$ cat src/sv/sctad_pkg.sv
// types, constants and lookup functions shared by the scan code decoder
`default_nettype none

package sctad_pkg;

    // scan code constants
    localparam logic [7:0] SC_PREFIX_SKIP2 = 8'hE1;
    localparam logic [7:0] SC_PREFIX_EXT   = 8'hE0;
    localparam logic [6:0] SC_LAST         = 7'h3A;
    localparam logic [6:0] SC_LSHIFT       = 7'h2A;
    localparam logic [6:0] SC_RSHIFT       = 7'h36;
    localparam logic [6:0] SC_CAPS         = 7'h3A;
    localparam logic [6:0] SC_UP           = 7'h48;
    localparam logic [6:0] SC_LEFT         = 7'h4B;
    localparam logic [6:0] SC_DOWN         = 7'h50;
    localparam logic [6:0] SC_RIGHT        = 7'h4D;
    localparam logic [6:0] CASE_OFFSET     = 7'd32;
    localparam logic [6:0] ASCII_LOWER_A   = 7'h61;
    localparam logic [6:0] ASCII_LOWER_Z   = 7'h7A;
    localparam logic [2:0] LED_CAPS        = 3'b100;

    // arrow directions
    localparam logic [1:0] DIR_UP    = 2'd0;
    localparam logic [1:0] DIR_LEFT  = 2'd1;
    localparam logic [1:0] DIR_DOWN  = 2'd2;
    localparam logic [1:0] DIR_RIGHT = 2'd3;

    // event kinds
    typedef enum logic [1:0] {
        KIND_CHAR  = 2'd0,
        KIND_ARROW = 2'd1,
        KIND_LED   = 2'd2
    } t_kind;

    // prefix tracking, one-hot
    typedef enum logic [3:0] {
        PH_NONE  = 4'b0001,
        PH_EXT   = 4'b0010,
        PH_SKIP2 = 4'b0100,
        PH_SKIP1 = 4'b1000
    } t_phase;

    // decoder state
    typedef struct packed {
        t_phase phase;
        logic   shift_held;
        logic   caps_active;
    } t_state;

    // one decoded event
    typedef struct packed {
        t_kind      event_kind;
        logic [6:0] char_code;
        logic [1:0] arrow_dir;
        logic [2:0] led_bits;
        logic       shift_state;
    } t_result;

    // unshifted ascii per set-1 scan code, zero for unknown, shift and caps lock
    function automatic logic [6:0] ascii_lookup(input logic [5:0] code);
        logic [6:0] c;
        unique case (code)
            6'h01: c = 7'h1B;
            6'h02: c = 7'h31;
            6'h03: c = 7'h32;
            6'h04: c = 7'h33;
            6'h05: c = 7'h34;
            6'h06: c = 7'h35;
            6'h07: c = 7'h36;
            6'h08: c = 7'h37;
            6'h09: c = 7'h38;
            6'h0A: c = 7'h39;
            6'h0B: c = 7'h30;
            6'h0C: c = 7'h2D;
            6'h0D: c = 7'h3D;
            6'h0E: c = 7'h08;
            6'h0F: c = 7'h09;
            6'h10: c = 7'h71;
            6'h11: c = 7'h77;
            6'h12: c = 7'h65;
            6'h13: c = 7'h72;
            6'h14: c = 7'h74;
            6'h15: c = 7'h79;
            6'h16: c = 7'h75;
            6'h17: c = 7'h69;
            6'h18: c = 7'h6F;
            6'h19: c = 7'h70;
            6'h1A: c = 7'h5B;
            6'h1B: c = 7'h5D;
            6'h1C: c = 7'h0D;
            6'h1E: c = 7'h61;
            6'h1F: c = 7'h73;
            6'h20: c = 7'h64;
            6'h21: c = 7'h66;
            6'h22: c = 7'h67;
            6'h23: c = 7'h68;
            6'h24: c = 7'h6A;
            6'h25: c = 7'h6B;
            6'h26: c = 7'h6C;
            6'h27: c = 7'h3B;
            6'h28: c = 7'h27;
            6'h29: c = 7'h60;
            6'h2B: c = 7'h5C;
            6'h2C: c = 7'h7A;
            6'h2D: c = 7'h78;
            6'h2E: c = 7'h63;
            6'h2F: c = 7'h76;
            6'h30: c = 7'h62;
            6'h31: c = 7'h6E;
            6'h32: c = 7'h6D;
            6'h33: c = 7'h2C;
            6'h34: c = 7'h2E;
            6'h35: c = 7'h2F;
            6'h39: c = 7'h20;
            default: c = 7'h00;
        endcase
        return c;
    endfunction

    // us shifted form of digits and punctuation, others unchanged
    function automatic logic [6:0] shifted_symbol(input logic [6:0] c);
        logic [6:0] s;
        unique case (c)
            7'h30: s = 7'h29;
            7'h31: s = 7'h21;
            7'h32: s = 7'h40;
            7'h33: s = 7'h23;
            7'h34: s = 7'h24;
            7'h35: s = 7'h25;
            7'h36: s = 7'h5E;
            7'h37: s = 7'h26;
            7'h38: s = 7'h2A;
            7'h39: s = 7'h28;
            7'h60: s = 7'h7E;
            7'h2D: s = 7'h5F;
            7'h3D: s = 7'h2B;
            7'h5B: s = 7'h7B;
            7'h5D: s = 7'h7D;
            7'h5C: s = 7'h7C;
            7'h3B: s = 7'h3A;
            7'h27: s = 7'h22;
            7'h2C: s = 7'h3C;
            7'h2E: s = 7'h3E;
            7'h2F: s = 7'h3F;
            default: s = c;
        endcase
        return s;
    endfunction

endpackage

`default_nettype wire

$ cat src/sv/sctad_decode.sv
// combinational decode of one scan byte against the current prefix and modifier state
`default_nettype none

module sctad_decode (
    input  wire logic [7:0]       i_scan_byte,
    input  wire sctad_pkg::t_state i_state,
    output sctad_pkg::t_state     o_next_state,
    output logic                  o_res_valid,
    output sctad_pkg::t_result    o_result
);
    import sctad_pkg::*;

    logic [6:0] w_code;
    logic       w_release;
    logic       w_is_shift;
    logic [6:0] w_ascii;
    logic       w_is_letter;

    assign w_code      = i_scan_byte[6:0];
    assign w_release   = i_scan_byte[7];
    assign w_is_shift  = (w_code == SC_LSHIFT) || (w_code == SC_RSHIFT);
    assign w_ascii     = (w_code <= SC_LAST) ? ascii_lookup(w_code[5:0]) : 7'h00;
    assign w_is_letter = (w_ascii >= ASCII_LOWER_A) && (w_ascii <= ASCII_LOWER_Z);

    // prefix phase, modifier flags and the event
    always_comb begin
        o_next_state = i_state;
        o_res_valid  = 1'b0;
        o_result     = '0;
        unique case (i_state.phase)
            PH_SKIP2: o_next_state.phase = PH_SKIP1;
            PH_SKIP1: o_next_state.phase = PH_NONE;
            PH_EXT: begin
                o_next_state.phase = PH_NONE;
                if (!w_release) begin
                    o_result.event_kind = KIND_ARROW;
                    unique case (w_code)
                        SC_UP: begin
                            o_res_valid        = 1'b1;
                            o_result.arrow_dir = DIR_UP;
                        end
                        SC_LEFT: begin
                            o_res_valid        = 1'b1;
                            o_result.arrow_dir = DIR_LEFT;
                        end
                        SC_DOWN: begin
                            o_res_valid        = 1'b1;
                            o_result.arrow_dir = DIR_DOWN;
                        end
                        SC_RIGHT: begin
                            o_res_valid        = 1'b1;
                            o_result.arrow_dir = DIR_RIGHT;
                        end
                        default: o_res_valid = 1'b0;
                    endcase
                end
            end
            default: begin
                o_next_state.phase = PH_NONE;
                priority if (i_scan_byte == SC_PREFIX_SKIP2) begin
                    o_next_state.phase = PH_SKIP2;
                end else if (i_scan_byte == SC_PREFIX_EXT) begin
                    o_next_state.phase = PH_EXT;
                end else if (w_release) begin
                    if (w_is_shift) begin
                        o_next_state.shift_held = 1'b0;
                    end
                end else if (w_is_shift) begin
                    o_next_state.shift_held = 1'b1;
                end else if (w_code == SC_CAPS) begin
                    o_next_state.caps_active = !i_state.caps_active;
                    o_res_valid              = 1'b1;
                    o_result.event_kind      = KIND_LED;
                    o_result.led_bits        = i_state.caps_active ? 3'b000 : LED_CAPS;
                end else if (w_ascii != 7'h00) begin
                    o_res_valid         = 1'b1;
                    o_result.event_kind = KIND_CHAR;
                    if (w_is_letter) begin
                        o_result.char_code = (i_state.shift_held || i_state.caps_active)
                                             ? (w_ascii - CASE_OFFSET) : w_ascii;
                    end else begin
                        o_result.char_code = i_state.shift_held ? shifted_symbol(w_ascii)
                                                                : w_ascii;
                    end
                end else begin
                    // unknown key, no event
                    o_res_valid = 1'b0;
                end
            end
        endcase
        o_result.shift_state = o_next_state.shift_held;
    end

endmodule

`default_nettype wire

$ cat src/sv/scan_code_to_ascii_decoder.sv
// top level: set-1 scan code to ascii decoder with input and result registers
//
// Input channel: i_valid / o_stall carry one scan byte on i_scan_byte. A request
// is taken at a rising edge with i_valid high and o_stall low.
// Output channel: o_valid / i_stall carry one event (kind, ascii, arrow
// direction, led bits, shift state). It is taken at an edge with o_valid high
// and i_stall low. Bytes that yield no event (prefixes, releases, shift keys,
// unknown keys) are absorbed silently.
// Path: an accepted byte enters the input register and is then decoded into the
// result register, which drives o_valid. Throughput: one byte per cycle while
// the receiver does not stall, set by the combinational table lookup and flag
// update between the two registers.
// Stall: a full result register waiting on i_stall holds its event; the input
// register still drains when the output is free, so o_stall only rises when both
// registers are occupied and the receiver stalls.
// Reset: synchronous, active low; clears the prefix phase, shift and caps lock
// flags and both valid flags.
`default_nettype none

module scan_code_to_ascii_decoder (
    input  wire logic       i_clk,
    input  wire logic       i_rst_n,
    input  wire logic       i_valid,
    output logic            o_stall,
    input  wire logic [7:0] i_scan_byte,
    output logic            o_valid,
    input  wire logic       i_stall,
    output logic [1:0]      o_event_kind,
    output logic [6:0]      o_char_code,
    output logic [1:0]      o_arrow_dir,
    output logic [2:0]      o_led_bits,
    output logic            o_shift_state
);
    import sctad_pkg::*;

    logic       r_in_valid;
    logic [7:0] r_in_byte;
    t_state     r_state;
    t_state     n_state;
    logic       r_out_valid;
    t_result    r_out;
    t_result    n_out;
    logic       w_dec_valid;
    logic       w_out_free;
    logic       w_adv;

    // handshake control
    assign w_out_free = !r_out_valid || !i_stall;
    assign w_adv      = r_in_valid && w_out_free;
    assign o_stall    = r_in_valid && !w_out_free;

    // input register
    always_ff @(posedge i_clk) begin
        if (!i_rst_n) begin
            r_in_valid <= 1'b0;
        end else if (!o_stall) begin
            r_in_valid <= i_valid;
        end
    end

    always_ff @(posedge i_clk) begin
        if (i_valid && !o_stall) begin
            r_in_byte <= i_scan_byte;
        end
    end

    // decode
    sctad_decode u_decode (
        .i_scan_byte  (r_in_byte),
        .i_state      (r_state),
        .o_next_state (n_state),
        .o_res_valid  (w_dec_valid),
        .o_result     (n_out)
    );

    // prefix and modifier state
    always_ff @(posedge i_clk) begin
        if (!i_rst_n) begin
            r_state <= '{phase: PH_NONE, shift_held: 1'b0, caps_active: 1'b0};
        end else if (w_adv) begin
            r_state <= n_state;
        end
    end

    // result register
    always_ff @(posedge i_clk) begin
        if (!i_rst_n) begin
            r_out_valid <= 1'b0;
        end else if (w_out_free) begin
            r_out_valid <= w_adv && w_dec_valid;
        end
    end

    always_ff @(posedge i_clk) begin
        if (w_adv && w_dec_valid) begin
            r_out <= n_out;
        end
    end

    // outputs
    assign o_valid       = r_out_valid;
    assign o_event_kind  = r_out.event_kind;
    assign o_char_code   = r_out.char_code;
    assign o_arrow_dir   = r_out.arrow_dir;
    assign o_led_bits    = r_out.led_bits;
    assign o_shift_state = r_out.shift_state;

endmodule

`default_nettype wire

$ cat config.mk
export PLATFORM = sky130hd
export DESIGN_NAME = scan_code_to_ascii_decoder
export DESIGN_NICKNAME = d
export VERILOG_FILES = /design/src/sv/sctad_pkg.sv /design/src/sv/sctad_decode.sv /design/src/sv/scan_code_to_ascii_decoder.sv
export SDC_FILE = /design/constraint.sdc
export NUM_CORES = 1
export LEC_CHECK = 0
export BUFFER_PORTS_ARGS = -buffer_cell sky130_fd_sc_hd__buf_2
export CAP_MARGIN = 10
export CELL_PAD_IN_SITES_DETAIL_PLACEMENT = 0
export CELL_PAD_IN_SITES_GLOBAL_PLACEMENT = 1
export CORE_MARGIN = 2
export CORE_UTILIZATION = 40
export CTS_CLUSTER_SIZE = 20
export DETAILED_ROUTE_END_ITERATION = 12
export GPL_TIMING_DRIVEN = 1
export PLACE_DENSITY = 0.68
export SYNTH_ARGS = -nofsm -noshare
export SYNTH_HDL_FRONTEND = slang
export SYNTH_SLANG_ARGS = --single-unit
$ cat constraint.sdc
create_clock -name i_clk -period 6.7 [get_ports i_clk]
set_input_delay 0.335 -clock i_clk [delete_from_list [all_inputs] [get_ports i_clk]]
set_output_delay 0.335 -clock i_clk [all_outputs]
set_load 0.02 [all_outputs]
==> impl_metrics.py, run 1 <==
metrics = {
    "timing": {
        "slew_headroom_pct": 40.6,
        "setup_viol": 0,
        "period_share_pct": 47.9,
        "rsz0062_at_grt": "no",
        "worstMarginPinSlew_ns": 0.879,
        "setup_ws_ns": 3.49,
        "fmax_mhz": 311,
        "tns_ns": 0,
        "finClkSkew_ns": 0.0106,
        "fin_crit_ns": 3.21,
        "slew_viol_final": 0,
        "whs_ns": 0.213,
        "hold_viol": 0,
    },
    "die": {
        "io_pins": 29,
        "rows": 32,
        "initial_core_util_pct": 41.2,
        "coreArea_mm2": 0.00769,
        "dieArea_mm2": 0.00864,
        "die_h_um": 92.9,
        "die_w_um": 92.9,
    },
    "cts": {
        "cts_max_level": 2,
        "insertion_delay_ns": 0.29,
        "clock-sinks": 36,
        "clockBufferDepth": 2,
        "cts-root-buf": "clkbuf_8",
        "cts_resized": 0,
        "path_clk_slew_ns": 0.08,
        "cts_hold_buf": 0,
        "cts_tree": "yes",
        "cts_made_buffers": 5,
        "cts_setup_buffers": 0,
    },
    "logic_synthesis": {
        "synthTopCellsByArea": "edfxtp_1 20%, dfxtp_1 9.5%, ha_1 4.3%",
        "ys_seq_area_share_pct": 29.4,
        "synth_mux_area_share_pct": 2.25,
        "yosys_warnings": 0,
        "asyncSetResetFlopFracSynth_pct": 0,
        "synth.largest_area_cell": "edfxtp_1",
        "synth-simple-area-share_pct": 28.0,
        "synthCells": 385,
        "syn_area_mm2": 0.00316,
        "synth_edf_count": 21,
        "synth_cell_types": 78,
        "synthAdderAreaFrac_pct": 4.67,
        "synth_top_family_by_area": "simple AND/OR/NAND/NOR gates",
        "ys_ff_latch": 36,
        "synth_top_area_share_pct": 19.9,
        "synth_ff_type": "edfxtp_1",
        "avgSynthCellArea_um2": 8.22,
        "synth-xor-area-share_pct": 1.38,
        "synth-compound-area-share_pct": 27.9,
    },
    "routing": {
        "drc": 0,
        "via_count": 2946,
        "via_per_inst": 6.04,
        "drt_iter0_markers": 193,
        "drtPass1Iterations": 4,
        "finalWirelength_um": 8240,
        "drt.antenna.violating_nets": 0,
        "wl_per_cell_um": 16.9,
    },
    "global_route": {
        "antenna_found_initial": 0,
        "overflow": 0,
        "grt_max_degree": 23,
        "grt_usage_pct": 19.6,
        "grt_pass1_vias": 2726,
        "grt_pass1_wl_um": 13800,
    },
    "worst_setup_path": {
        "worstPathCellList": "a21o_1 > a41oi_1 > and2_1 > ha_1 > o311a_1 > o21ai_1 > o2111ai_2 > a2111oi_0 > nor3_1",
        "cp_top_family": "compound AO/OA/AOI/OAI gates",
        "cp_num_buf_inv": 0,
        "arrival_ns": 3.24,
        "crit_slowest_cell": "edfxtp_1",
        "critical_path_class": "reg -> reg",
        "cp-end-kind": "flop",
        "critPathRequiredTime_ns": 6.73,
        "cp_max_fo": 11,
        "cpPeakStageDelay_ns": 0.59,
        "start_kind": "flop",
    },
    "worst_hold_path": {
        "hp-class": "in -> reg",
    },
    "status": {
        "status": "finished, final reports clean",
    },
    "run": {
        "maxCapViolCount": 0,
    },
    "layout": {
        "design_area_mm2": 0.00336,
        "drive_gt1_share_pct": 12.7,
        "final_core_util_pct": 43.7,
        "fin_nets": 408,
        "diodes": 0,
        "synthToLayoutAreaGrowth_pct": 6.17,
    },
    "place": {
        "place_area_mm2": 0.00327,
        "place_congestion": 0.856,
        "dp_slack_ns": 3.56,
        "io_buffers": 26,
        "place_hpwl_um": 5920,
    },
    "power": {
        "peakVddDrop_mv": 0.107,
        "leakage_nw": 1.21,
        "power_density_mw_per_mm2": 184,
    },
}
where the power goes:
part	leakage [nW]	total (mW)	switching [mW]	internal (mW)
Sequential	0.328	0.293	0.0456	0.247
Combinational	0.844	0.171	0.103	0.0682
Clock	0.0378	0.153	0.0812	0.0718
through the flow:
step | total power [mW] | std cells
after floorplan | 0.425 | 386
after global placement | 0.468 | 480
after detailed placement | 0.465 | 480
after CTS | 0.615 | 488
after global routing | 0.655 | 488
final | 0.617 | 488
layout by cell type, fill, tap and decap left out, types with 10 or more instances in the layout:
cell type,Yosys,layout
nor2_1,28,28
nand3_1,20,20
a21oi_1,21,21
o211ai_1,10,10
ha_1,11,11
inv_1,11,11
edfxtp_1,21,21
buf_2,9,26
o21ai_0,23,23
dfxtp_1,15,15
nand2_1,30,30
nor2b_1,10,10
Yosys cell counts (3+ instances only):
cell       instances
a2111oi_0          6
a211oi_1           4
a21boi_0           5
a21oi_1           21
a22oi_1            3
a31oi_1            8
and2_1             3
and3b_1            3
buf_2              9
clkbuf_1          21
dfxtp_1           15
edfxtp_1          21
ha_1              11
inv_1             11
mux2i_1            6
nand2_1           30
nand2b_1           8
nand3_1           20
nand3b_1           6
nand4_1            7
nor2_1            28
nor2b_1           10
nor3_1             8
nor4_1             4
nor4b_1            8
o211a_1            5
o211ai_1          10
o21ai_0           23
o22ai_1            3
o311ai_0           4
xor2_1             3
kinds of logic after synthesis:
logic type      after synthesis
flops                        36
xor+xnor                      5
buf+inv                      46
fa+ha+maj                    12
compound gates              121
simple gates                157
other cells                   1
mux                           7
layer usage:
| metal | share of wire, % | global-route usage [%] | vias to the layer above | wire (um) |
|---|---|---|---|---|
| met3 | 4.1 | 2.93 | 10 | 337 |
| met5 | 0 | 0 | - | 0 |
| li1 | - | - | 1467 | - |
| met2 | 47 | 32.9 | 90 | 3850 |
| met4 | 1.3 | 5.02 | 0 | 106 |
| met1 | 48 | 26.4 | 1379 | 3940 |
worst register-to-register path, stage by stage, from the launching register on:
cell and delay, ns:
edfxtp_1 0.59, a21o_1 0.19, a41oi_1 0.40, and2_1 0.36
ha_1 0.21, o311a_1 0.14, o21ai_1 0.34, o2111ai_2 0.24
a2111oi_0 0.41, nor3_1 0.08
final timing paths:
path	from	to	slack (ns)	depth (start not counted)
max	r_in_byte[0]	o_char_code[1]	3.49	9
max reg2reg	r_in_byte[0]	o_char_code[1]	3.49	9
min reg2reg	r_state[2]	r_state[2]	0.55	2
min	i_scan_byte[7]	r_in_byte[7]	0.21	1
final cells by class:
class / instances / area [um2]
fillers: 821 / 4330
multi-input cells: 304 / 2040
flip-flops and latches: 36 / 931
repair buffers: 26 / 130
well taps: 102 / 128
clock buffers: 5 / 68.8
inverters: 12 / 45.0
clock inverters: 3 / 18.8
Note: power is estimated with default switching activity, not from simulation.
==> inputs of run 2 (changes only) <==
==> constraint.sdc (replaced) <==
create_clock -name i_clk -period 3.1 [get_ports i_clk]
set_input_delay 0.155 -clock i_clk [delete_from_list [all_inputs] [get_ports i_clk]]
set_output_delay 0.155 -clock i_clk [all_outputs]
set_load 0.02 [all_outputs]
==> run 2 against run 1 <==
Die area unchanged. Hold slack worse by 0.18 ns. Power grew 140%. Via count is 2.5% higher. Clock power grew to 2.9 times the previous value. Routed wire length decreased by 1.3%. Fmax rose by 14%. Largest cell class unchanged. First-iteration DRC count up 6.2%.
==> impl_metrics.py, run 2 (synthesis results as in run 1) <==
metrics = {
    "layout": {
        "fin_nets": 422,
        "final_cells": 502,
        "synthToLayoutAreaGrowth_pct": 10.7,
        "diodes": 0,
        "layout_commonest_cell": "nand2_1",
        "final_core_util_pct": 45.6,
        "design_area_mm2": 0.00350,
        "drive_gt1_share_pct": 16.0,
        "mostFrequentLayoutCells": "30 x nand2_1, 28 x nor2_1, 26 x buf_2",
    },
    "cts": {
        "insertion_delay_ns": 0.29,
        "cts_setup_buffers": 0,
        "cts_hold_buf": 0,
        "clockBufferDepth": 2,
        "clock-sinks": 36,
        "cts_max_level": 2,
        "cts_tree": "yes",
        "cts_made_buffers": 5,
        "cts-root-buf": "clkbuf_8",
        "path_clk_slew_ns": 0.08,
        "cts_resized": 0,
    },
    "timing": {
        "period_share_pct": 90.8,
        "slew_headroom_pct": 46.8,
        "tns_ns": 0,
        "fin_crit_ns": 2.82,
        "rsz0062_at_grt": "no",
        "fmax_mhz": 355,
        "worstMarginPinSlew_ns": 0.795,
        "setup_viol": 0,
        "slew_viol_final": 0,
        "hold_viol": 0,
        "finClkSkew_ns": 0.0191,
    },
    "power": {
        "power_density_mw_per_mm2": 418,
        "peakVddDrop_mv": 0.208,
        "leakage_nw": 1.30,
    },
    "worst_setup_path": {
        "rrSetupSlack_ns": 0.28,
        "start_kind": "flop",
        "critPathRequiredTime_ns": 3.23,
        "rr_worst_depth": 9,
        "arrival_ns": 2.95,
        "cp-end-kind": "flop",
        "critical_path_class": "reg -> reg",
        "cp_max_fo": 10,
        "crit_path_start": "r_in_valid",
        "reg2reg_from": "r_in_valid",
    },
    "routing": {
        "drc": 0,
        "via_per_inst": 6.02,
        "drt.antenna.violating_nets": 0,
        "drt_iter0_markers": 205,
        "wl_per_cell_um": 16.2,
        "drtPass1Iterations": 5,
        "finalWirelength_um": 8130,
        "via_count": 3020,
    },
    "global_route": {
        "grt_usage_pct": 19.1,
        "grt_pass1_vias": 2673,
        "grt_max_degree": 20,
        "grt_pass1_wl_um": 13500,
        "antenna_found_initial": 0,
        "overflow": 0,
    },
    "die": {
        "dieArea_mm2": 0.00864,
        "coreArea_mm2": 0.00769,
        "io_pins": 29,
        "die_w_um": 92.9,
        "initial_core_util_pct": 41.2,
        "die_h_um": 92.9,
        "rows": 32,
    },
    "place": {
        "placed_cells": 494,
        "place_hpwl_um": 5990,
        "io_buffers": 26,
        "place_congestion": 0.835,
        "place_area_mm2": 0.00338,
    },
    "status": {
        "status": "finished, final reports clean",
    },
    "run": {
        "maxCapViolCount": 0,
    },
    "worst_hold_path": {
        "hp-class": "in -> reg",
    },
}
[run 2: worst min path at each step]
stage / start / to / depth (start not counted)
2_1_floorplan: i_rst_n / r_state[2] / 1
3_3_place_gp: i_scan_byte[6] / r_in_byte[6] / 1
4_1_cts: i_scan_byte[7] / r_in_byte[7] / 1
5_1_grt: i_scan_byte[7] / r_in_byte[7] / 1
6_report: i_scan_byte[7] / r_in_byte[7] / 1
3_5_place_dp: i_scan_byte[7] / r_in_byte[7] / 1
[run 2: routing by layer]
| layer | global-route usage [%] | vias to the layer above | part of all wire (%) |
|---|---|---|---|
| li1 | - | 1496 | - |
| met1 | 27.3 | 1423 | 48 |
| met2 | 30.1 | 92 | 46 |
| met3 | 2.85 | 9 | 4.4 |
| met4 | 4.90 | 0 | 1.1 |
| met5 | 0 | - | 0 |
[run 2: stage by stage]
step           hold WS [ns]  power (mW)  setup slack (ns)
3_5_place_dp          0.333        1.02             0.406
3_3_place_gp          0.331        1.03             0.370
6_report             0.0383        1.46             0.284
4_1_cts              0.0304        1.47             0.364
5_1_grt              0.0239        1.55             0.118
2_1_floorplan         0.244       0.918             0.407
[run 2: layout make-up]
type                       instances  area (um2)
sequential                        36         931
clock buffer                       7        96.3
inverter                          12        45.0
fill                             814        4180
clock inverter                     1        30.0
multi-input combinational        304        2040
timing repair buffer              40         235
tap                              102         128
[run 2: report_power, final]
part           leakage (nW)  switching [mW]  internal (mW)
logic                 0.911           0.243          0.164
clock network        0.0645           0.159          0.284
registers             0.328          0.0805          0.534
[run 2: critical path, stage by stage (launching register included)]
cell and delay (ns):
dfxtp_1 0.53, nand3_2 0.19, inv_2 0.19, o211a_1 0.38, inv_1 0.15, ha_1 0.41, o21ai_0 0.11, o21ai_0 0.11
a2111oi_0 0.48, nor4_1 0.12
